--- src/design/usd_pkg.sv ---
// usd_pkg: types, constants and helper functions for the URL setting decoder.
// No dependencies; compiled first.
`default_nettype none

package usd_pkg;

  localparam int BYTE_W   = 8;
  localparam int NIBBLE_W = 4;

  // Characters with a meaning to the decoder
  localparam logic [BYTE_W-1:0] CHR_PERCENT = 8'h25;  // '%'
  localparam logic [BYTE_W-1:0] CHR_PLUS    = 8'h2B;  // '+'
  localparam logic [BYTE_W-1:0] CHR_EQUALS  = 8'h3D;  // '='
  localparam logic [BYTE_W-1:0] CHR_SPACE   = 8'h20;  // ' '
  localparam logic [BYTE_W-1:0] PRINT_LO    = 8'h20;  // first printable
  localparam logic [BYTE_W-1:0] PRINT_END   = 8'h7F;  // first past printable

  // Escape sequencer, one-hot
  typedef enum logic [2:0] {
    ESC_IDLE = 3'b001,
    ESC_HIGH = 3'b010,
    ESC_LOW  = 3'b100
  } usd_esc_t;

  // Decoder state carried from one item to the next
  typedef struct packed {
    usd_esc_t              esc;
    logic [NIBBLE_W-1:0]   high_nibble;
    logic                  stop_seen;
    logic                  equals_seen;
  } usd_state_t;

  localparam usd_state_t STATE_RESET = '{
    esc:         ESC_IDLE,
    high_nibble: '0,
    stop_seen:   1'b0,
    equals_seen: 1'b0
  };

  // One result item
  typedef struct packed {
    logic              has_byte;
    logic [BYTE_W-1:0] out_byte;
    logic              is_separator;
    logic              in_value_part;
    logic              stopped;
    logic              end_mark;
  } usd_result_t;

  // Hex digit value, either case; anything else counts as zero
  function automatic logic [NIBBLE_W-1:0] hex_digit(input logic [BYTE_W-1:0] b);
    logic [NIBBLE_W-1:0] d;
    d = '0;
    if (b inside {[8'h30:8'h39]}) begin
      d = b[NIBBLE_W-1:0];
    end else if (b inside {[8'h41:8'h46], [8'h61:8'h66]}) begin
      d = b[NIBBLE_W-1:0] + 4'd9;
    end
    return d;
  endfunction

endpackage

`default_nettype wire

--- src/design/usd_if.sv ---
// usd_in_if / usd_out_if: valid-ready channels for raw and decoded items.
// Depends on usd_pkg.
`default_nettype none

interface usd_in_if;
  import usd_pkg::*;
  logic              valid;
  logic              ready;
  logic [BYTE_W-1:0] in_byte;
  logic              final_byte;

  modport source (output valid, output in_byte, output final_byte, input ready);
  modport sink   (input valid, input in_byte, input final_byte, output ready);
endinterface

interface usd_out_if;
  import usd_pkg::*;
  logic              valid;
  logic              ready;
  logic              has_byte;
  logic [BYTE_W-1:0] out_byte;
  logic              is_separator;
  logic              in_value_part;
  logic              stopped;
  logic              end_mark;

  modport source (output valid, output has_byte, output out_byte, output is_separator,
                  output in_value_part, output stopped, output end_mark, input ready);
  modport sink   (input valid, input has_byte, input out_byte, input is_separator,
                  input in_value_part, input stopped, input end_mark, output ready);
endinterface

`default_nettype wire

--- src/design/usd_decode.sv ---
// usd_decode: per-item decode logic, state in to next state and result out.
// Purely combinational; depends on usd_pkg.
`default_nettype none

module usd_decode (
  input  usd_pkg::usd_state_t            state,
  input  logic [usd_pkg::BYTE_W-1:0]     raw_byte,
  input  logic                           last,
  output usd_pkg::usd_state_t            state_nxt,
  output usd_pkg::usd_result_t           result
);
  import usd_pkg::*;

  logic              have;
  logic [BYTE_W-1:0] dec;
  logic [BYTE_W-1:0] mapped;
  logic [NIBBLE_W-1:0] digit;
  usd_state_t        upd;

  assign digit = hex_digit(raw_byte);

  always_comb begin
    upd    = state;
    have   = 1'b0;
    dec    = '0;
    mapped = '0;
    result = '0;

    // Escape sequencing
    case (state.esc)
      ESC_HIGH: begin
        upd.high_nibble = digit;
        if (last) begin
          dec  = {digit, {NIBBLE_W{1'b0}}};
          have = 1'b1;
          upd.esc = ESC_IDLE;
        end else begin
          upd.esc = ESC_LOW;
        end
      end
      ESC_LOW: begin
        dec  = {state.high_nibble, digit};
        have = 1'b1;
        upd.esc = ESC_IDLE;
      end
      default: begin
        upd.esc = ESC_IDLE;
        if (raw_byte == CHR_PERCENT) begin
          // a lone final '%' decodes to zero
          if (last) begin
            have = 1'b1;
          end else begin
            upd.esc = ESC_HIGH;
          end
        end else begin
          dec  = raw_byte;
          have = 1'b1;
        end
      end
    endcase

    // Plus to space, printable check, separator tracking
    mapped = (dec == CHR_PLUS) ? CHR_SPACE : dec;
    if (have && !state.stop_seen) begin
      if (mapped < PRINT_LO || mapped >= PRINT_END) begin
        upd.stop_seen = 1'b1;
      end else begin
        result.has_byte      = 1'b1;
        result.out_byte      = mapped;
        result.in_value_part = state.equals_seen;
        if (mapped == CHR_EQUALS && !state.equals_seen) begin
          result.is_separator = 1'b1;
          upd.equals_seen     = 1'b1;
        end
      end
    end
    result.stopped  = upd.stop_seen;
    result.end_mark = last;

    // Setting ends: back to the reset state
    state_nxt = last ? STATE_RESET : upd;
  end

endmodule

`default_nettype wire

--- src/design/url_setting_decoder.sv ---
// url_setting_decoder: URL percent-decoder for one name=value setting.
// Depends on usd_pkg, usd_if (usd_in_if, usd_out_if) and usd_decode.
//
// Usage:
//   in_ch carries one raw byte of the encoded setting per item, with
//   final_byte set on the last byte. out_ch gives exactly one result item
//   per input item, in order: a decoded printable byte when has_byte is set,
//   plus the separator, value, stop and end flags.
// Path: an accepted item is held in the input register and is decoded out of
//   it into the result register when it advances.
// Throughput: one item per cycle while out_ch is not stalled; the decode is a
//   single pass of shallow logic between the input and result registers, and
//   the escape state is updated as the item leaves the input register.
// Reset: rst_n (synchronous, active low) empties both registers and returns
//   the decoder to idle, outside any escape, no '=' and no stop seen.
//   The state also returns there after every item marked final_byte.
// Stall: when out_ch.ready is low the result is held; the input register
//   still takes one more item, and in_ch.ready drops only when both stages
//   are full.
`default_nettype none

module url_setting_decoder (
  input  logic             clk,
  input  logic             rst_n,
  usd_in_if.sink           in_ch,
  usd_out_if.source        out_ch
);
  import usd_pkg::*;

  // Input register
  logic              in_valid_r, in_valid_nxt;
  logic [BYTE_W-1:0] in_byte_r;
  logic              in_final_r;

  // Result register
  logic              out_valid_r, out_valid_nxt;
  usd_result_t       result_r;
  usd_result_t       result_nxt;

  // Decoder state
  usd_state_t        state_r;
  usd_state_t        state_nxt;

  logic              advance;
  logic              in_take;

  // Stage handshakes
  assign advance      = in_valid_r && (!out_valid_r || out_ch.ready);
  assign in_ch.ready  = !in_valid_r || advance;
  assign in_take      = in_ch.valid && in_ch.ready;

  assign in_valid_nxt  = in_take || (in_valid_r && !advance);
  assign out_valid_nxt = advance || (out_valid_r && !out_ch.ready);

  // Decode one item
  usd_decode u_decode (
    .state     (state_r),
    .raw_byte  (in_byte_r),
    .last      (in_final_r),
    .state_nxt (state_nxt),
    .result    (result_nxt)
  );

  // Control registers
  always_ff @(posedge clk) begin
    if (!rst_n) begin
      in_valid_r  <= 1'b0;
      out_valid_r <= 1'b0;
      state_r     <= STATE_RESET;
    end else begin
      in_valid_r  <= in_valid_nxt;
      out_valid_r <= out_valid_nxt;
      if (advance) begin
        state_r <= state_nxt;
      end
    end
  end

  // Payload registers
  always_ff @(posedge clk) begin
    if (in_take) begin
      in_byte_r  <= in_ch.in_byte;
      in_final_r <= in_ch.final_byte;
    end
    if (advance) begin
      result_r <= result_nxt;
    end
  end

  // Result channel
  assign out_ch.valid         = out_valid_r;
  assign out_ch.has_byte      = result_r.has_byte;
  assign out_ch.out_byte      = result_r.out_byte;
  assign out_ch.is_separator  = result_r.is_separator;
  assign out_ch.in_value_part = result_r.in_value_part;
  assign out_ch.stopped       = result_r.stopped;
  assign out_ch.end_mark      = result_r.end_mark;

endmodule

`default_nettype wire

--- src/flat_wrapper.sv ---
// flat-port wrapper written by rule: the top's interface ports become plain ports
module url_setting_decoder_flat import usd_pkg::*;
  (clk, rst_n, in_ch_valid, in_ch_in_byte, in_ch_final_byte, in_ch_ready, out_ch_valid, out_ch_has_byte, out_ch_out_byte, out_ch_is_separator, out_ch_in_value_part, out_ch_stopped, out_ch_end_mark, out_ch_ready);
  usd_in_if in_ch_i ();
  usd_out_if out_ch_i ();
  input  logic clk;
  input  logic rst_n;
  input wire logic [$bits(in_ch_i.valid)-1:0] in_ch_valid;
  input wire logic [$bits(in_ch_i.in_byte)-1:0] in_ch_in_byte;
  input wire logic [$bits(in_ch_i.final_byte)-1:0] in_ch_final_byte;
  output wire logic [$bits(in_ch_i.ready)-1:0] in_ch_ready;
  output wire logic [$bits(out_ch_i.valid)-1:0] out_ch_valid;
  output wire logic [$bits(out_ch_i.has_byte)-1:0] out_ch_has_byte;
  output wire logic [$bits(out_ch_i.out_byte)-1:0] out_ch_out_byte;
  output wire logic [$bits(out_ch_i.is_separator)-1:0] out_ch_is_separator;
  output wire logic [$bits(out_ch_i.in_value_part)-1:0] out_ch_in_value_part;
  output wire logic [$bits(out_ch_i.stopped)-1:0] out_ch_stopped;
  output wire logic [$bits(out_ch_i.end_mark)-1:0] out_ch_end_mark;
  input wire logic [$bits(out_ch_i.ready)-1:0] out_ch_ready;
  assign in_ch_i.valid = in_ch_valid;
  assign in_ch_i.in_byte = in_ch_in_byte;
  assign in_ch_i.final_byte = in_ch_final_byte;
  assign in_ch_ready = in_ch_i.ready;
  assign out_ch_valid = out_ch_i.valid;
  assign out_ch_has_byte = out_ch_i.has_byte;
  assign out_ch_out_byte = out_ch_i.out_byte;
  assign out_ch_is_separator = out_ch_i.is_separator;
  assign out_ch_in_value_part = out_ch_i.in_value_part;
  assign out_ch_stopped = out_ch_i.stopped;
  assign out_ch_end_mark = out_ch_i.end_mark;
  assign out_ch_i.ready = out_ch_ready;
  url_setting_decoder u_core (.clk(clk), .rst_n(rst_n), .in_ch(in_ch_i), .out_ch(out_ch_i));
endmodule
--- config.mk ---
export PLATFORM = sky130hd
export DESIGN_NAME = url_setting_decoder_flat
export DESIGN_NICKNAME = d
export VERILOG_FILES = /design/src/design/usd_pkg.sv /design/src/design/usd_if.sv /design/src/design/usd_decode.sv /design/src/design/url_setting_decoder.sv /design/src/flat_wrapper.sv
export SDC_FILE = /design/constraint.sdc
export NUM_CORES = 1
export LEC_CHECK = 0
export BUFFER_PORTS_ARGS = -buffer_cell sky130_fd_sc_hd__clkbuf_2
export CORE_AREA = 2 2 69 71
export CTS_CLUSTER_SIZE = 25
export DETAILED_ROUTE_END_ITERATION = 16
export DIE_AREA = 0 0 71 73
export PLACE_DENSITY = 0.75
export SKIP_CTS_REPAIR_TIMING = 1
export SYNTH_ARGS = -nofsm -noshare
export SYNTH_HDL_FRONTEND = slang
export SYNTH_HIERARCHICAL = 1
export SYNTH_SLANG_ARGS = --single-unit
--- constraint.sdc ---
create_clock -name clk -period 6.3 [get_ports clk]
set_input_delay 1.26 -clock clk [delete_from_list [all_inputs] [get_ports clk]]
set_output_delay 1.26 -clock clk [all_outputs]
set_load 0.01 [all_outputs]
-- After elaboration in Yosys (flattened, before gate mapping)
Index checks and enable logic that the tools add are counted.
- register bits after elaboration: 33
- bits in read-only memories: 0
- memories kept: 0
- memory bits (writable): 0
- latch bits: 0
- logic and storage cells: 76
- input bits: 13
- divide/modulo/power cells: 0
- multiplexer cells: 19
- bitwise logic cells: 1
- shift operators: 0
- add/subtract/negate cells: 1
- reduce and logical (&&, ||, !) cells: 27
- order comparisons: 8
- eq/ne operators: 6
- $mul: 0
- operators by type and width (operator ; number):
    8-bit by 6-bit equality test with 1-bit output (second input constant) ; 3
    8-bit by 7-bit greater-or-equal comparator with 1-bit output (second input constant) ; 3
    8-bit 2-to-1 mux ; 3
    8-bit by 7-bit less-or-equal comparator with 1-bit output (second input constant) ; 2
    8-bit case mux with 2 select lines ; 1
    4-bit 2-to-1 mux ; 3
    11-bit 2-to-1 mux ; 1
    1-bit logical AND ; 9
    9-bit 2-to-1 mux ; 1
    8-bit by 6-bit greater-or-equal comparator with 1-bit output (second input constant) ; 1
    8-bit by 6-bit less-or-equal comparator with 1-bit output (second input constant) ; 1
    8-bit by 6-bit less-than comparator with 1-bit output (second input constant) ; 1
    2-bit nonzero test ; 4
    1-bit logical NOT ; 6
    1-bit 2-to-1 mux ; 6
    3-bit case mux with 2 select lines ; 1
    1-bit logical OR ; 5
    4-bit adder (second input constant) ; 1
    2-bit 2-to-1 mux ; 2
    4-bit AND reduction ; 1
    3-bit by 2-bit equality test with 1-bit output (second input constant) ; 1
    3-bit equality test (second input constant) ; 1
    2-bit by 1-bit inequality test with 1-bit output (second input constant) ; 1
    1-bit case mux with 2 select lines ; 1
    other kinds (3) ; 3

-- Logic depth before layout (Yosys ltp)
- depth after elaboration: 15
- gate-level depth with buffers: 12
- mapped depth without buffers: 11

-- Modules after synthesis
The synthesis kept the hierarchy.
- by module, submodules not included (module ; seq. area each (sq um) ; times used ; cells each ; area an instance (sq um)):
    url_setting_decoder ; 880.8 ; 1 ; 71 ; 1128.6
    usd_decode ; 0.0 ; 1 ; 118 ; 783.3

-- Worst setup path after synthesis
Ideal clock, no wire load.
- path kind: reg2reg
- start point: register u_core.in_byte_r[0]
- end point: register u_core.result_r (netlist bit u_core/out_ch.is_separator) (data pin)
- period minus slack after synthesis: 2935 ps
- path buffers: 2
- slack: 3365 ps
- cell stages (with the launch flop): 12
- arrival: 2765 ps
- setup time: 169 ps
- cells stage by stage: edfxtp_1 -> clkbuf_1 -> inv_1 -> ha_1 -> or3b_1 -> a22oi_1 -> o21ai_0 -> a221oi_1 -> a211oi_1 -> a211o_1 -> buf_6 -> nor4_4
- longest elaborated chain between the ends: 12
- elaborated cells on any way between the ends: 30
- those cells by class: add/sub (1); order compare (8); eq/ne (3); mux (9); bitwise (1); reduce/logical (8)
- RTL lines (item ; line ; source):
    from (decl) ; url_setting_decoder.sv:32 ; logic [BYTE_W-1:0] in_byte_r;
    from (signal assigned) ; url_setting_decoder.sv:82 ; in_byte_r <= in_ch.in_byte;
    8-bit by 7-bit greater-or-equal comparator with 1-bit output or 8-bit by 7-bit less-or-equal comparator with 1-bit output (tied branches) ; usd_pkg.sv:56 ; end else if (b inside {[8'h41:8'h46], [8'h61:8'h66]}) begin
    1-bit logical AND ; usd_pkg.sv:56 ;
    2-bit nonzero test ; usd_pkg.sv:56 ;
    4-bit 2-to-1 mux ; usd_pkg.sv:56 ;
    4-bit 2-to-1 mux ; usd_pkg.sv:54 ; if (b inside {[8'h30:8'h39]}) begin
    8-bit 2-to-1 mux ; usd_decode.sv:33 ; if (last) begin
    8-bit case mux with 2 select lines ; usd_decode.sv:30 ; case (state.esc)
    8-bit by 6-bit equality test with 1-bit output ; usd_decode.sv:63 ; mapped = (dec == CHR_PLUS) ? CHR_SPACE : dec;
    8-bit 2-to-1 mux ; usd_decode.sv:63 ;
    8-bit by 6-bit less-than comparator with 1-bit output, or another cell as far along ; usd_decode.sv:65 ; if (mapped < PRINT_LO || mapped >= PRINT_END) begin
    1-bit logical OR or 1-bit logical AND (tied branches) ; usd_decode.sv:65, usd_decode.sv:71 ;
    2-bit OR reduction (no line) or 1-bit 2-to-1 mux (tied branches) ; n/a ;
    to (signal assigned) ; url_setting_decoder.sv:86 ; result_r <= result_nxt;
    to (decl) ; url_setting_decoder.sv:37 ; usd_result_t result_r;
Several ways; a longest one is shown, not always the timed one.
A chain may end at the register's enable or synchronous reset.

-- Final worst setup path
- start point: register u_core.in_byte_r[0]
- end point: register u_core/state_r[0] in the netlist's numbering
- longest elaborated chain between the ends: 13
- elaborated cells on any way between the ends: 31
- those cells by class: add/sub (1); order compare (8); eq/ne (4); mux (8); reduce/logical (10)
- RTL lines (item ; line ; source):
    8-bit by 7-bit greater-or-equal comparator with 1-bit output or 8-bit by 7-bit less-or-equal comparator with 1-bit output (tied branches) ; usd_pkg.sv:56 ;
    1-bit logical AND ; usd_pkg.sv:56 ;
    2-bit nonzero test ; usd_pkg.sv:56 ;
    4-bit 2-to-1 mux ; usd_pkg.sv:56 ;
    4-bit 2-to-1 mux ; usd_pkg.sv:54 ;
    8-bit 2-to-1 mux ; usd_decode.sv:33 ;
    8-bit case mux with 2 select lines ; usd_decode.sv:30 ;
    8-bit by 6-bit equality test with 1-bit output ; usd_decode.sv:63 ;
    8-bit 2-to-1 mux ; usd_decode.sv:63 ;
    8-bit by 6-bit less-than comparator with 1-bit output, or another cell as far along ; usd_decode.sv:65 ;
    1-bit logical OR or 1-bit logical AND (tied branches) ; usd_decode.sv:65, usd_decode.sv:71 ;
    2-bit by 1-bit inequality test with 1-bit output (no line) or 2-bit nonzero test (tied branches) ; n/a ;
    4-bit AND reduction (no line) * ; n/a ;
    to (signal assigned) ; url_setting_decoder.sv:74 ; state_r <= state_nxt;
    to (decl) ; url_setting_decoder.sv:41 ; usd_state_t state_r;
Every way passes the cells marked *; elsewhere a longest branch is shown, timed or not.

==> metrics <==
number of synthesized flops with an enable pin=22; fin crit period=3.44 ns; fin worst setup slack=2.86 ns; CTS root buffer=clkbuf_8; synthesis-to-finish area growth=11.3%; Die X=71 um; CP Launch Type=flip-flop; critical setup path kind=flip-flop to flip-flop; CTS Buf Count=5; die area=0.00518 mm2; first-pass iteration count of the detailed router=4; highest clock rate=291 MHz; number of distinct library cells after synthesis=56; Static Leak=0.000799 uW; top-count cell post-synth=nand2_1; wirelength, routed=3600 um; RSZ-0062 raised after global routing=false; r2r worst-path depth=11; CTS sink count=33; routed vias=1452; Slowest-stage cell, CP=edfxtp_1; pwr/cell area=208 mW/mm2; total global routing track utilization=15.5%; average routed wire per standard cell=13.4 um; clk slew on worst S/H paths=0.06 ns; hpwl dp=2690 um; Rows=25; Inserted Diodes=0; Final #Nets=229; Area contributors post-synth=edfxtp_1, dfxtp_1, nand2_1; combinational family with the most area after synthesis=simple AND/OR/NAND/NOR gates; vias per std cell=5.42; crit path cell chain=inv_1, ha_1, or3b_1, a22oi_1, o21ai_0, a221oi_1, a211oi_1, a211o_1, o32ai_1, nand2_1, mux2i_1; CORE AREA=0.00454 mm2; clock latency on the worst-skew pair=0.28 ns; WHS Path Cells=2; GP Congestion=0.921; Die Y=73 um; hold endpoint=u_core/state_r[1]; clk buf depth=2; Final Hold Fails=0; Post-Synthesis Cells=189; final setup vio count=0; min-delay src=u_core/state_r[1]; initial antenna violation count=0; Adder-Cell Fraction of Synth Area=1.96%; post-synthesis mux area share=4.71%; Max VDD drop=0.115 mV; reg2reg start=u_core/in_byte_r[0]; Iteration-0 DRC Markers=84; vias in the first global route=1363; Finished Layout Cells=268; number of remaining DRC errors=0; worst hold path type=flip-flop to flip-flop; post-synthesis compound-gate area fraction=15.4%; Yosys reg bits=33; Worst-Margin Slew=0.731 ns; placed instance count=260; Setup crit end kind=flip-flop; Async SR Flop Fraction=0%; setup slack, reg-to-reg=2.86 ns; area of the multi-input gates=923 um2; port bufs=27; FILL cells=419; leading area contributor after synthesis=edfxtp_1; CTS tree=built; Synthesis Warnings=6; Post-Synth XOR/XNOR Area=0.458%; Synth top area share=34.6%; Post-Synth Simple-Gate Area=25.5%; CP Data Required Time=6.51 ns; Slew HR=50.6%; top post-synthesis cells by count=nand2_1, edfxtp_1, nor2_1, dfxtp_1, mux2i_1; layout cells sized above 1=22.0%; status=complete, no violations; WL met2=1720 um; Cell Area, Synth=0.00191 mm2; Max Slew Vio Count=0; Initial Util=42.2%; gr ovfl total=0; critical path data arrival time=3.65 ns; pre-CTS WS=2.92 ns; Max-cap violations=0; Clock Skew=0.00277 ns; top layer in use=met4; Area after DPL=0.00204 mm2; Seq/Total Area, Yosys=46.1%; total negative slack=0 ns; remaining antenna violation count=0; largest net degree at the start of global routing=22; final worst path period share=54.5%; Syn Area/Cell=10.1 um2; critical path's top delay family=compound AO/OA/AOI/OAI gates; Worst path max stage delay=0.53 ns; Reg-to-Reg End=u_core/state_r[0]; H-tree depth=2; met3 routed WL=208 um; critical path buffer and inverter count=1; M1 wire length=1620 um; Mapped Nets=205; Ports=28; global-route wire length before repair=6320 um; post-route cell area=0.00213 mm2; Main synth FF type=edfxtp_1; crit-path max FO=11; Reg area=881 um2
worst max path at each step:
| stage | from | endpoint | cells past startpoint | slack (ns) |
|---|---|---|---|---|
| 2_1_floorplan | u_core/in_byte_r[0] | u_core/out_ch.is_separator | 11 | 3.37 |
| 3_3_place_gp | u_core/in_byte_r[0] | u_core/state_r[0] | 11 | 3.05 |
| 3_5_place_dp | u_core/in_byte_r[0] | u_core/state_r[0] | 11 | 2.92 |
| 4_1_cts | u_core/in_byte_r[0] | u_core/state_r[0] | 11 | 2.87 |
| 5_1_grt | u_core/in_byte_r[0] | u_core/state_r[0] | 11 | 2.52 |
| 6_report | u_core/in_byte_r[0] | u_core/state_r[0] | 11 | 2.86 |
kinds of logic after synthesis:
group	after synthesis
adders and majority gates	3
buffers and inverters	19
and+or+nand+nor	86
xor gates and xnor gates	1
other	1
DFF	33
AOI/OAI and AO/OA	37
muxes	9
flip-flops by register name (all words and copies together) (netlist names):
name                         flops
u_core/out_ch.in_value_part      1
u_core/in_final_r                1
u_core/in_valid_r                1
u_core/out_ch.is_separator       1
u_core/out_ch.has_byte           1
u_core/in_byte_r                 8
u_core/out_ch.stopped            1
u_core/out_ch.end_mark           1
u_core/out_ch.valid              1
u_core/state_r                   9
u_core/out_ch.out_byte           8
through the flow:
step	power, uW	util (%)	hold slack (ns)
2_1_floorplan	286	-	0.434
3_3_place_gp	296	45.1	0.464
3_5_place_dp	297	45.1	0.479
4_1_cts	447	46.9	0.488
5_1_grt	464	46.9	0.503
6_report	442	46.9	0.481
metal layers:
metal / up-vias / track usage [%]
li1: 738 / -
met1: 663 / 18.9
met2: 44 / 26.3
met3: 7 / 3.87
met4: 0 / 6.71
met5: - / 0
worst register-to-register path, cell delays in order, from the launching register on:
cell	delay, ns
edfxtp_1	0.53
inv_1	0.20
ha_1	0.21
or3b_1	0.36
a22oi_1	0.23
o21ai_0	0.20
a221oi_1	0.49
a211oi_1	0.12
a211o_1	0.46
o32ai_1	0.35
nand2_1	0.08
mux2i_1	0.14
power by group:
part	leakage [uW]	internal [uW]	switching, uW
clock network	0.0000450	76.4	73.5
logic	0.000449	18.6	24.4
registers	0.000305	241	8.53
total	0.000799	336	106
layout by cell type, fill, tap and decap left out, drive strengths merged, types with 3 or more instances in the layout:
master and n:
nand3 4, clkbuf 33, and3 3, dfxtp 11, nor2b 7, ha 3
nor2 18, nand2 28, nor3 7, edfxtp 22, o21ai 5, mux2i 9
a21oi 5, a221oi 4, a22oi 3, inv 8
area by class of cell:
type                       count  share of cell area (%)
multi-input combinational    137                    43.4
sequential                    33                    41.4
timing repair buffer          28                    6.71
clock buffer                   6                    3.41
tap                           54                    3.18
inverter                       8                    1.41
clock inverter                 2                   0.471
Power figures use the tool's default switching activity.
